--- config.mk ---
export PLATFORM = sky130hd
export DESIGN_NAME = c_token_lexer
export DESIGN_NICKNAME = d
export VERILOG_FILES = /design/src/rtl/ctl_pkg.sv /design/src/rtl/c_token_lexer.sv /design/src/rtl/ctl_scan.sv /design/src/rtl/ctl_tok_fifo.sv
export VERILOG_INCLUDE_DIRS = /design/src /design/src/rtl
export SDC_FILE = /design/constraint.sdc
export NUM_CORES = 2
export LEC_CHECK = 0
export BUFFER_PORTS_ARGS = -buffer_cell sky130_fd_sc_hd__buf_2
export CELL_PAD_IN_SITES_DETAIL_PLACEMENT = 1
export CELL_PAD_IN_SITES_GLOBAL_PLACEMENT = 2
export CORE_ASPECT_RATIO = 0.7
export CORE_MARGIN = 3
export CORE_UTILIZATION = 30
export CTS_CLUSTER_SIZE = 8
export DETAILED_ROUTE_END_ITERATION = 12
export PLACE_DENSITY_LB_ADDON = 0.1
export SETUP_SLACK_MARGIN = 0.1
export SLEW_MARGIN = 10
export SYNTH_ARGS = -nofsm -noshare
export SYNTH_HDL_FRONTEND = slang
export SYNTH_SLANG_ARGS = --single-unit
export TNS_END_PERCENT = 50
--- constraint.sdc ---
create_clock -name clk -period 14 [get_ports clk]
set_input_delay 1.4 -clock clk [delete_from_list [all_inputs] [get_ports clk]]
set_output_delay 1.4 -clock clk [all_outputs]
set_load 0.1 [all_outputs]
--- src/rtl/assert_macros.svh ---
// Assertion macros used by the lexer token queue.
`ifndef ASSERT_MACROS_SVH
`define ASSERT_MACROS_SVH
`ifndef SYNTH
`define CTL_ASSERT(lbl, clk, rst_n, prop) \
	lbl: assert property (@(posedge clk) disable iff (!rst_n) prop) \
	else $error("assertion failed");
`define CTL_NEVER(lbl, clk, rst_n, cond) \
	lbl: assert property (@(posedge clk) disable iff (!rst_n) !(cond)) \
	else $error("forbidden condition");
`else
`define CTL_ASSERT(lbl, clk, rst_n, prop)
`define CTL_NEVER(lbl, clk, rst_n, cond)
`endif
`endif

--- src/rtl/ctl_pkg.sv ---
// Types, token kinds, keyword table and character classes for the lexer.
package ctl_pkg;

	localparam int KEYWORD_LIMIT = 16;
	localparam int POSITION_BITS = 32;
	localparam int KW_COUNT      = 16;
	localparam int FIFO_DEPTH    = 8;
	localparam int PTR_W         = $clog2(FIFO_DEPTH);
	localparam int MAX_PUSH      = 4;
	localparam int CAND_N        = 6;

	typedef logic [5:0]               kind_t;
	typedef logic [POSITION_BITS-1:0] pos_t;

	localparam kind_t K_NONE = 6'd0;
	localparam kind_t K_LPAREN = 6'd1, K_RPAREN = 6'd2, K_LBRACE = 6'd3, K_RBRACE = 6'd4;
	localparam kind_t K_LBRACK = 6'd5, K_RBRACK = 6'd6, K_COMMA = 6'd7, K_DOT = 6'd8;
	localparam kind_t K_ARROW = 6'd9, K_MINUS = 6'd10, K_DEC = 6'd11, K_SUB_EQ = 6'd12;
	localparam kind_t K_PLUS = 6'd13, K_INC = 6'd14, K_ADD_EQ = 6'd15, K_SLASH = 6'd16;
	localparam kind_t K_STAR = 6'd17, K_SEMI = 6'd18, K_COLON = 6'd19, K_LT = 6'd20;
	localparam kind_t K_SHL = 6'd21, K_LE = 6'd22, K_GT = 6'd24, K_SHR = 6'd25;
	localparam kind_t K_GE = 6'd26, K_ASSIGN = 6'd28, K_EQ = 6'd29, K_NOT = 6'd30;
	localparam kind_t K_NE = 6'd31, K_TILDE = 6'd32, K_AMP = 6'd33, K_AND = 6'd34;
	localparam kind_t K_AND_EQ = 6'd35, K_PCT = 6'd36, K_PCT_EQ = 6'd37, K_QUEST = 6'd38;
	localparam kind_t K_PIPE = 6'd39, K_OR = 6'd40, K_OR_EQ = 6'd41;
	localparam kind_t K_INTEGER = 6'd42, K_IDENT = 6'd43, K_KW0 = 6'd44;

	typedef enum logic [2:0] {
		M_IDLE, M_PUNCT, M_NUM_FIRST, M_NUM_PREFIX, M_NUM_DIGITS, M_IDENT
	} scan_mode_t;

	typedef struct packed {
		kind_t       kind;
		logic [31:0] start;
		logic [15:0] len;
		logic        final_tok;
	} token_t;

	typedef struct packed {
		logic [CAND_N-1:0]        vld;
		token_t [CAND_N-1:0]      tok;
	} cand_t;

	// keyword text, right justified: char i sits at byte (len-1-i)
	localparam logic [127:0] KW_STR [KW_COUNT] = '{
		128'("struct"), 128'("union"), 128'("enum"), 128'("return"),
		128'("constexpr"), 128'("auto"), 128'("static"), 128'("extern"),
		128'({"_Thread", "_local"}), 128'("inline"), 128'("_Noreturn"), 128'("_Alignas"),
		128'("const"), 128'("volatile"), 128'("restrict"), 128'("atomic")
	};
	localparam logic [3:0] KW_LEN [KW_COUNT] = '{
		4'd6, 4'd5, 4'd4, 4'd6, 4'd9, 4'd4, 4'd6, 4'd6,
		4'd13, 4'd6, 4'd9, 4'd8, 4'd5, 4'd8, 4'd8, 4'd6
	};

	function automatic logic is_digit(input logic [7:0] c);
		return c >= "0" && c <= "9";
	endfunction

	function automatic logic is_alpha(input logic [7:0] c);
		return (c >= "a" && c <= "z") || (c >= "A" && c <= "Z") || c == "_";
	endfunction

	function automatic logic is_space(input logic [7:0] c);
		return c == " " || (c >= 8'd9 && c <= 8'd13);
	endfunction

	function automatic logic is_prefix(input logic [7:0] c);
		return c == "x" || c == "X" || c == "b" || c == "B";
	endfunction

	function automatic logic has_pair(input logic [7:0] c);
		return c == "-" || c == "+" || c == "<" || c == ">" || c == "=" ||
			c == "!" || c == "&" || c == "%" || c == "|";
	endfunction

	function automatic kind_t single_kind(input logic [7:0] c);
		kind_t k;
		case (c)
			"(": k = K_LPAREN;  ")": k = K_RPAREN;  "{": k = K_LBRACE;
			"}": k = K_RBRACE;  "[": k = K_LBRACK;  "]": k = K_RBRACK;
			",": k = K_COMMA;   ".": k = K_DOT;     "-": k = K_MINUS;
			"+": k = K_PLUS;    "/": k = K_SLASH;   "*": k = K_STAR;
			";": k = K_SEMI;    ":": k = K_COLON;   "<": k = K_LT;
			">": k = K_GT;      "=": k = K_ASSIGN;  "!": k = K_NOT;
			"~": k = K_TILDE;   "&": k = K_AMP;     "%": k = K_PCT;
			"?": k = K_QUEST;   "|": k = K_PIPE;
			default: k = K_NONE;
		endcase
		return k;
	endfunction

	function automatic kind_t pair_kind(input logic [7:0] a, input logic [7:0] b);
		kind_t k;
		k = K_NONE;
		case (a)
			"-": k = (b == "-") ? K_DEC : (b == ">") ? K_ARROW : (b == "=") ? K_SUB_EQ : K_NONE;
			"+": k = (b == "+") ? K_INC : (b == "=") ? K_ADD_EQ : K_NONE;
			"<": k = (b == "<") ? K_SHL : (b == "=") ? K_LE : K_NONE;
			">": k = (b == ">") ? K_SHR : (b == "=") ? K_GE : K_NONE;
			"=": k = (b == "=") ? K_EQ : K_NONE;
			"!": k = (b == "=") ? K_NE : K_NONE;
			"&": k = (b == "&") ? K_AND : (b == "=") ? K_AND_EQ : K_NONE;
			"%": k = (b == "=") ? K_PCT_EQ : K_NONE;
			"|": k = (b == "|") ? K_OR : (b == "=") ? K_OR_EQ : K_NONE;
			default: k = K_NONE;
		endcase
		return k;
	endfunction

	// keywords whose character at idx equals c
	function automatic logic [KW_COUNT-1:0] kw_match(input logic [15:0] idx,
		input logic [7:0] c);
		logic [KW_COUNT-1:0] m;
		logic [3:0]          b;
		m = '0;
		for (int k = 0; k < KW_COUNT; k++) begin
			b = KW_LEN[k] - 4'd1 - idx[3:0];
			if (idx < {12'd0, KW_LEN[k]} && KW_STR[k][{b, 3'b000} +: 8] == c)
				m[k] = 1'b1;
		end
		return m;
	endfunction

	function automatic kind_t ident_kind(input logic [KW_COUNT-1:0] cand,
		input logic [15:0] len);
		kind_t k;
		k = K_IDENT;
		if (len < 16'(KEYWORD_LIMIT))
			for (int j = KW_COUNT - 1; j >= 0; j--)
				if (cand[j] && len == {12'd0, KW_LEN[j]})
					k = K_KW0 + 6'(j);
		return k;
	endfunction

endpackage

--- src/rtl/c_token_lexer.sv ---
// Top level of the C token lexer: input register, scanner, token queue.
// Path: a byte is registered in the input stage, held there while stalled, then
// scanned, and its tokens are written into the token queue and read from its head.
// Throughput: one byte per cycle while the token queue has room for four
// tokens; a byte yields at most four tokens, drained one per cycle when not stalled.
// Reset: arst_n clears position, scan state and queue; an end mark resets the scanner too.
module c_token_lexer import ctl_pkg::*; (
	input  logic        clk,
	input  logic        arst_n,
	input  logic        char_valid,
	output logic        char_stall,
	input  logic [7:0]  in_char,
	input  logic        in_last,
	output logic        token_valid,
	input  logic        token_stall,
	output logic [5:0]  token_kind,
	output logic [31:0] token_start,
	output logic [15:0] token_len,
	output logic        token_final
);
	logic       valid_s1, last_s1, room, go;
	logic [7:0] char_s1;
	cand_t      cand;
	token_t     head;

	// the registered byte is scanned once the queue can take its worst case
	assign go         = valid_s1 && room;
	assign char_stall = valid_s1 && !room;

	always_ff @(posedge clk or negedge arst_n) begin
		if (!arst_n) valid_s1 <= 1'b0;
		else if (!char_stall) valid_s1 <= char_valid;
	end

	// payload of the input stage; held while stalled
	always_ff @(posedge clk) begin
		if (!char_stall) begin
			char_s1 <= in_char;
			last_s1 <= in_last;
		end
	end

	ctl_scan u_scan (
		.clk    (clk),
		.arst_n (arst_n),
		.go     (go),
		.ch     (char_s1),
		.last   (last_s1),
		.cand   (cand)
	);

	ctl_tok_fifo u_fifo (
		.clk         (clk),
		.arst_n      (arst_n),
		.push        (go),
		.cand        (cand),
		.room        (room),
		.token_valid (token_valid),
		.token_stall (token_stall),
		.head        (head)
	);

	assign token_kind  = head.kind;
	assign token_start = head.start;
	assign token_len   = head.len;
	assign token_final = head.final_tok;
endmodule

--- src/rtl/ctl_scan.sv ---
// Lexer scan state and per-byte token generation.
module ctl_scan import ctl_pkg::*; (
	input  logic       clk,
	input  logic       arst_n,
	input  logic       go,
	input  logic [7:0] ch,
	input  logic       last,
	output cand_t      cand
);
	scan_mode_t          mode_q, mode_d;
	logic [7:0]          held_q, held_d;
	pos_t                pos_q, start_q, start_d, pos_m1, pos_p1, start_p1;
	logic [15:0]         len_q, len_d, len_inc1, len_inc2;
	logic [KW_COUNT-1:0] kwc_q, kwc_d;
	logic                run_idle, dig, alp, spc, pre, par;
	kind_t               pk;

	assign dig      = is_digit(ch);
	assign alp      = is_alpha(ch);
	assign spc      = is_space(ch);
	assign pre      = is_prefix(ch);
	assign par      = has_pair(ch);
	assign pk       = pair_kind(held_q, ch);
	assign pos_m1   = pos_q - 1'b1;
	assign pos_p1   = pos_q + 1'b1;
	assign start_p1 = start_d + 1'b1;
	assign len_inc1 = (len_q == 16'hFFFF) ? len_q : len_q + 16'd1;
	assign len_inc2 = (len_q >= 16'hFFFE) ? 16'hFFFF : len_q + 16'd2;

	// next state
	always_comb begin
		mode_d   = mode_q;
		held_d   = held_q;
		start_d  = start_q;
		len_d    = len_q;
		kwc_d    = kwc_q;
		run_idle = 1'b0;
		case (mode_q)
			M_IDLE: run_idle = 1'b1;
			M_PUNCT: begin
				if (pk != K_NONE) mode_d = M_IDLE;
				else run_idle = 1'b1;
			end
			M_NUM_FIRST: begin
				if (dig) begin
					len_d  = len_inc1;
					mode_d = M_NUM_DIGITS;
				end else if (pre) begin
					held_d = ch;
					mode_d = M_NUM_PREFIX;
				end else run_idle = 1'b1;
			end
			M_NUM_PREFIX: begin
				if (dig) begin
					len_d  = len_inc2;
					mode_d = M_NUM_DIGITS;
				end else if (alp || dig) begin
					// prefix letter becomes an identifier that continues
					mode_d  = M_IDENT;
					start_d = pos_m1;
					len_d   = 16'd2;
					kwc_d   = kw_match(16'd0, held_q) & kw_match(16'd1, ch);
				end else run_idle = 1'b1;
			end
			M_NUM_DIGITS: begin
				if (dig) len_d = len_inc1;
				else run_idle = 1'b1;
			end
			M_IDENT: begin
				if (alp || dig) begin
					len_d = len_inc1;
					kwc_d = kwc_q & kw_match(len_q, ch);
				end else run_idle = 1'b1;
			end
			default: run_idle = 1'b1;
		endcase
		if (run_idle) begin
			mode_d = M_IDLE;
			if (dig) begin
				mode_d  = M_NUM_FIRST;
				start_d = pos_q;
				len_d   = 16'd1;
			end else if (alp) begin
				mode_d  = M_IDENT;
				start_d = pos_q;
				len_d   = 16'd1;
				kwc_d   = kw_match(16'd0, ch);
			end else if (par) begin
				mode_d  = M_PUNCT;
				held_d  = ch;
				start_d = pos_q;
				len_d   = 16'd1;
			end
		end
	end

	// token candidates: close, prefix identifier, single byte, two flush slots, end
	always_comb begin
		cand = '0;
		case (mode_q)
			M_PUNCT: begin
				cand.vld[0] = 1'b1;
				cand.tok[0] = (pk != K_NONE) ? '{pk, 32'(start_q), 16'd2, 1'b0}
					: '{single_kind(held_q), 32'(start_q), 16'd1, 1'b0};
			end
			M_NUM_FIRST: begin
				cand.vld[0] = !dig && !pre;
				cand.tok[0] = '{K_INTEGER, 32'(start_q), len_q, 1'b0};
			end
			M_NUM_PREFIX: begin
				cand.vld[0] = !dig;
				cand.tok[0] = '{K_INTEGER, 32'(start_q), len_q, 1'b0};
				cand.vld[1] = !dig && !alp;
				cand.tok[1] = '{K_IDENT, 32'(pos_m1), 16'd1, 1'b0};
			end
			M_NUM_DIGITS: begin
				cand.vld[0] = !dig;
				cand.tok[0] = '{K_INTEGER, 32'(start_q), len_q, 1'b0};
			end
			M_IDENT: begin
				cand.vld[0] = !alp && !dig;
				cand.tok[0] = '{ident_kind(kwc_q, len_q), 32'(start_q), len_q, 1'b0};
			end
			default: ;
		endcase
		cand.vld[2] = run_idle && !spc && !dig && !alp && !par;
		cand.tok[2] = '{single_kind(ch), 32'(pos_q), 16'd1, 1'b0};
		if (last) begin
			case (mode_d)
				M_PUNCT: begin
					cand.vld[3] = 1'b1;
					cand.tok[3] = '{single_kind(held_d), 32'(start_d), 16'd1, 1'b0};
				end
				M_NUM_FIRST, M_NUM_DIGITS: begin
					cand.vld[3] = 1'b1;
					cand.tok[3] = '{K_INTEGER, 32'(start_d), len_d, 1'b0};
				end
				M_NUM_PREFIX: begin
					cand.vld[3] = 1'b1;
					cand.tok[3] = '{K_INTEGER, 32'(start_d), len_d, 1'b0};
					cand.vld[4] = 1'b1;
					cand.tok[4] = '{K_IDENT, 32'(start_p1), 16'd1, 1'b0};
				end
				M_IDENT: begin
					cand.vld[3] = 1'b1;
					cand.tok[3] = '{ident_kind(kwc_d, len_d), 32'(start_d), len_d, 1'b0};
				end
				default: ;
			endcase
			cand.vld[5] = 1'b1;
			cand.tok[5] = '{K_NONE, 32'(pos_p1), 16'd0, 1'b1};
		end
	end

	always_ff @(posedge clk or negedge arst_n) begin
		if (!arst_n) begin
			mode_q  <= M_IDLE;
			held_q  <= '0;
			pos_q   <= '0;
			start_q <= '0;
			len_q   <= '0;
			kwc_q   <= '1;
		end else if (go) begin
			if (last) begin
				mode_q  <= M_IDLE;
				held_q  <= '0;
				pos_q   <= '0;
				start_q <= '0;
				len_q   <= '0;
				kwc_q   <= '1;
			end else begin
				mode_q  <= mode_d;
				held_q  <= held_d;
				pos_q   <= pos_p1;
				start_q <= start_d;
				len_q   <= len_d;
				kwc_q   <= kwc_d;
			end
		end
	end
endmodule

--- src/rtl/ctl_tok_fifo.sv ---
// Token queue: up to four writes per cycle, one read.
`include "assert_macros.svh"
module ctl_tok_fifo import ctl_pkg::*; (
	input  logic   clk,
	input  logic   arst_n,
	input  logic   push,
	input  cand_t  cand,
	output logic   room,
	output logic   token_valid,
	input  logic   token_stall,
	output token_t head
);
	token_t           mem [FIFO_DEPTH];
	logic [PTR_W-1:0] wr_q, rd_q;
	logic [PTR_W:0]   count_q, npush;
	logic [PTR_W:0]   off [CAND_N];
	logic             pop;

	always_comb begin
		npush = '0;
		for (int j = 0; j < CAND_N; j++) begin
			off[j] = npush;
			if (push && cand.vld[j]) npush = npush + 1'b1;
		end
	end

	assign pop         = token_valid && !token_stall;
	assign token_valid = count_q != '0;
	assign room        = (FIFO_DEPTH - 32'(count_q)) >= MAX_PUSH;
	assign head        = mem[rd_q];

	always_ff @(posedge clk) begin
		for (int j = 0; j < CAND_N; j++)
			if (push && cand.vld[j])
				mem[wr_q + off[j][PTR_W-1:0]] <= cand.tok[j];
	end

	always_ff @(posedge clk or negedge arst_n) begin
		if (!arst_n) begin
			wr_q    <= '0;
			rd_q    <= '0;
			count_q <= '0;
		end else begin
			wr_q    <= wr_q + npush[PTR_W-1:0];
			rd_q    <= rd_q + PTR_W'(pop);
			count_q <= count_q + npush - (PTR_W+1)'(pop);
		end
	end

	`CTL_NEVER(a_no_overflow, clk, arst_n, count_q > (PTR_W+1)'(FIFO_DEPTH))
	`CTL_NEVER(a_push_needs_room, clk, arst_n, push && !room)
	`CTL_ASSERT(a_idle_holds, clk, arst_n, (npush == '0 && !pop) |=> $stable(count_q))
endmodule
* Yosys cells after proc, flatten, opt, wreduce, memory -nomap -nowiden
Memories as Yosys holds them, arrays and structs flattened. Index checks and enable logic that the tools add are counted. Widths: inputs -> output; s select.
Storage, ports and cells: logic and storage cells 583, input port bits 13, output and inout bits 57, RAM bits 440, bits in registers 127, latch bits 0, bits in read-only memories 0, memories 1
Memories:
- u_fifo.mem | words 8, width 55, rd ports 1, clocked after Yosys merged registers in 0, wr ports 4, RTL line ctl_tok_fifo.sv:13 | token_t mem [FIFO_DEPTH];
Cells by class: div/mod/pow operators 0, multiplexer cells 271, shift-type cells 16, $lt $le $gt $ge 18, bitwise logic cells 2, reductions and logical operators 98, multipliers 0, add/subtract/negate cells 26, eq/ne operators 139
Operator list (number):
- $shiftx 128x8->8 const A | 16
- $eq 8x6->1 const B | 52
- $pmux 6 s23 | 3
- $pmux 55 s3 | 2
- $mux 16 | 18
- $mux 32 | 9
- $mux 55 | 5
- $eq 7x8->1 const A | 25
- $eq 8x7->1 const B | 23
- $mux 5 | 36
- $mux 159 | 1
- $mux 1 | 152
- $eq 8x8->1 | 16
- $reduce_or 55->1 | 2
- $eq 16x3->1 const B | 6
- $eq 16x4->1 const B | 6
- $mux 6 | 12
- $logic_and 1x1->1 | 67
- $add 32x1->32 const B | 2
- $mux 8 | 8
- $pmux 6 s9 | 1
- $lt 16x3->1 const B | 3
- $lt 16x4->1 const B | 3
- $pmux 16 s3 | 1
- 40 further kinds | 101

* Depth between registers and ports, before layout
depth after elaboration 36, mapped depth 28, depth with buffers taken out 25

* Cells and area by module
From an unflattened synthesis, not the netlist that was laid out.
Unflattened totals: cells, all modules 7255, area total of the unflattened synthesis 58466.1 µm²
Modules (own cells, without submodules):
- ctl_tok_fifo | times used 1, area an instance 41946.5 µm², seq. area each 13462.9 µm², cells each 4829
- ctl_scan | times used 1, area an instance 16191.8 µm², seq. area each 2697.6 µm², cells each 2412
- c_token_lexer | times used 1, area an instance 327.8 µm², seq. area each 295.3 µm², cells each 14

* Worst setup path after synthesis
No wires, ideal clock.
path type reg-to-reg, start register char_s1[1], end memory u_fifo.mem[0][0] (netlist bit) (enable), buffers on the path 3, arrival time 5.762 ns, setup slack 7.754 ns, required time 13.516 ns, period minus slack after synthesis 6.246 ns, stages on the path, launching flop included 20, setup time 0.484 ns, path through edfxtp_1 buf_4 or4_4 o21ai_1 o21ai_1 a311oi_1 o21ai_0 ha_1 xor2_1 ha_1 mux2_2 ha_1 mux2i_1 fa_1 xor2_1 nand3_1 nand3_1 clkbuf_1 clkbuf_1 nand2_1
RTL lines:
- start, declared | RTL line c_token_lexer.sv:22 | logic [7:0] char_s1;
- start signal, assigned | RTL line c_token_lexer.sv:38 | char_s1 <= in_char;
- end, declared | RTL line ctl_tok_fifo.sv:13

==> results.yml <==
global_routing:
  grt_pass1_wl_um: 346000
  overflow: 0
  antenna_found_initial: 5
  grt_max_degree: 83
  track_usage_pct: 31.1
  grt_pass1_vias: 44900
timing:
  hold_viol: 0
  max_freq_mhz: 117
  worst_pin_slew_ns: 1.37
  fin_crit_sh_pct: 61.0
  finalClockSkew_ns: 0.0354
  setup_viol: 0
  relSlewSlack_pct: 8.45
  setup_tns_ns: 0
  rsz0062_at_grt: "false"
  period_needed_ns: 8.54
  maxSlewViolCount: 0
routing:
  dr.first_iter.drc_count: 5352
  avgRoutedWirePerCell_um: 34.3
  firstDrtPassIters: 5
  num_vias: 46200
  drc: 0
  vias_per_cell: 6.51
  ant_nets: 0
  wl_um: 243000
clocking:
  cts_tree: "done"
  clk_latency_ns: 0.71
  cts.reportedPaths.clkPinSlew_ns: 0.05
  cts_buffers: 82
  clk_path_buf_depth: 3
  htreeDepth: 3
  postCtsSetupRepairBufs: 0
  cts-root-buf: "clkbuf_16"
  clock-sinks: 567
  hold_buffers: 0
  cts.repair.resized: 0
floorplanning:
  dieArea_sq_um: 151000
  ios: 70
  start_util_pct: 30.5
  core_sq_um: 144000
  rows: 116
  die_x_um: 463
  die_h_um: 326
pwr:
  leakage_nw: 16.6
  power_mw: 13.7
  vdd.ir_drop.worst_v: 0.000475
  p_per_area_nw_per_um2: 282
final_layout:
  finalNonFillerCells: 7090
  drive_above_1_share_pct: 13.2
  final_cell_mix: "nor2_1, nand2_1, a21oi_1, o21ai_0, nor3_1"
  post-route-util_pct: 33.7
  synthToLayoutAreaGrowth_pct: 10.6
  final_common_cell: "nor2_1"
  fin_nets: 5171
flow_run:
  cap_viol_max_count: 0
synth:
  syn_area_per_cell_sq_um: 8.27
  synth_top_area_share_pct: 18.7
  syn_inst: 5312
  synth_xor_area_share_pct: 2.65
  synth-edff-count: 273
  synthesis.nets: 5378
  yosysWarningCount: 0
  synth.distinct_cells: 123
  synth_top_family_by_area: "compound AO/OA/AOI/OAI gates"
  synth_area_leaders: "edfxtp_1, dfxtp_1, dfrtp_1"
  synth_area_sq_um: 43900
  ys_ff_latch: 567
  synthSimpleGateAreaFrac_pct: 22.4
  synthArstFlopShare_pct: 20.8
  synthMuxAreaShare_pct: 8.47
  yosysTopAreaCell: "edfxtp_1"
  yosysSeqAreaShare_pct: 33.5
  synthAdderAreaFrac_pct: 1.60
  synth_compound_area_share_pct: 26.0
  ys.flop_type: "edfxtp_1"
place:
  gp_congestion: 0.917
  portBuffers: 69
  dp.cells: 6968
  dp_hpwl_um: 161000
worst_setup_path:
  path_max_fanout: 55
  rrSetupSlack_ns: 5.46
  end_kind: "register"
  r2r_cells: 23
  path_class: "register to register"
  critPathLaunchType: "register"
  timing.rr.start: "char_s1[1]"
  crit_arrival_ns: 8.90
  worstReg2RegEnd: "u_fifo.mem[1][39]"
  crit_required_ns: 14.36
status:
  run_status: "finished clean"
hold_path:
  holdPathEnd: "u_fifo.mem[3][1]"
  min_path_cells: 2
  worstHoldPathType: "register to register"
  hp-start: "u_fifo.mem[3][1]"
## Yosys cell counts, types with 58 or more instances
cell type and number:
inv_1 68, buf_1 78, dfrtp_1 102, nor2_1 616
mux4_2 111, nand2_1 435, clkbuf_1 410, o221ai_1 77
a211oi_1 158, edfxtp_1 273, mux2_2 70, nand3_1 206
and3_1 65, o21ai_0 359, dfxtp_1 176, a221oi_1 63
xnor2_1 91, o22ai_1 58, a311oi_1 114, nor3_1 300
a21oi_1 422
## layer usage
metal | part of all wire [%] | up-vias | global-route usage, %
met4 | 3.6 | 8 | 10.4
met2 | 42 | 2190 | 45.7
met1 | 46 | 23800 | 45.6
met5 | 0.025 | - | 0
met3 | 8.1 | 375 | 5.38
li1 | - | 19800 | -
## critical path, stage by stage, from the launching register on
cell	delay [ns]
edfxtp_1	0.32
buf_4	0.50
and2_1	0.42
o2111ai_4	0.27
a21oi_2	0.49
nand3_2	0.33
a2111oi_2	0.42
a21boi_1	0.50
nor2_1	0.08
a21oi_1	0.26
ha_1	0.30
mux2_2	0.29
ha_1	0.28
mux2i_1	0.13
fa_1	0.47
xnor2_1	0.16
o21ai_1	0.27
nand3_2	0.09
buf_4	0.33
inv_2	0.10
buf_4	0.76
nor2_1	0.30
nand2_2	0.60
buf_4	0.46
## report_power, final
part / switching (mW) / total (mW) / internal (mW) / leakage (nW)
logic: 6.24 / 8.54 / 2.30 / 9.94
clock network: 0.877 / 2.00 / 1.12 / 1.14
registers: 0.425 / 3.16 / 2.73 / 5.57
## sequential cells by signal (all words and copies together), names as in the netlist
signal / flops
last_s1: 1
u_scan.held_q: 8
u_fifo.wr_q: 3
u_scan.pos_q: 32
valid_s1: 1
u_scan.kwc_q: 16
u_fifo.count_q: 4
u_scan.len_q: 16
u_scan.mode_q: 3
u_fifo.rd_q: 3
u_fifo.mem: 440
u_scan.start_q: 32
char_s1: 8
## worst max path at each step
stage	start	to	slack [ns]	cells past startpoint
floorplan	char_s1[1]	u_fifo.mem[0][0]	7.75	19
global placement	char_s1[1]	u_fifo.mem[1][46]	5.76	23
detailed placement	char_s1[1]	u_fifo.mem[1][46]	5.61	23
CTS	char_s1[0]	u_fifo.mem[1][47]	5.55	23
global route	char_s1[1]	u_fifo.mem[1][40]	5.02	23
finish	char_s1[1]	u_fifo.mem[1][39]	5.46	23
## cell families (layout without fill, tap and decap cells)
| family | after synthesis | in the layout |
|---|---|---|
| other | 0 | 1 |
| xor gates and xnor gates | 133 | 133 |
| DFF | 567 | 567 |
| adders and majority gates | 53 | 53 |
| AOI/OAI and AO/OA | 1693 | 1693 |
| buffers and inverters | 615 | 445 |
| and+or+nand+nor | 2027 | 2027 |
| muxes | 224 | 224 |
## cell type report
cell class / instances / area [sq um]
Fill cell: 16800 / 95500
Multi-Input combinational cell: 4130 / 27100
Sequential cell: 567 / 14700
Tap cell: 1947 / 2440
Clock buffer: 115 / 2250
Timing Repair Buffer: 248 / 1710
Inverter: 76 / 285
Clock inverter: 6 / 100
Antenna cell: 1 / 2.50
## metrics by stage
stage	hold slack [ns]	cell area (sq um)	setup slack [ns]
finish	0.454	48600	5.46
global route	0.476	48600	5.02
CTS	0.454	48600	5.55
detailed placement	0.447	46200	5.61
global placement	0.440	46200	5.76
floorplan	0.429	43900	7.75
(Power assumes the default switching activity.)
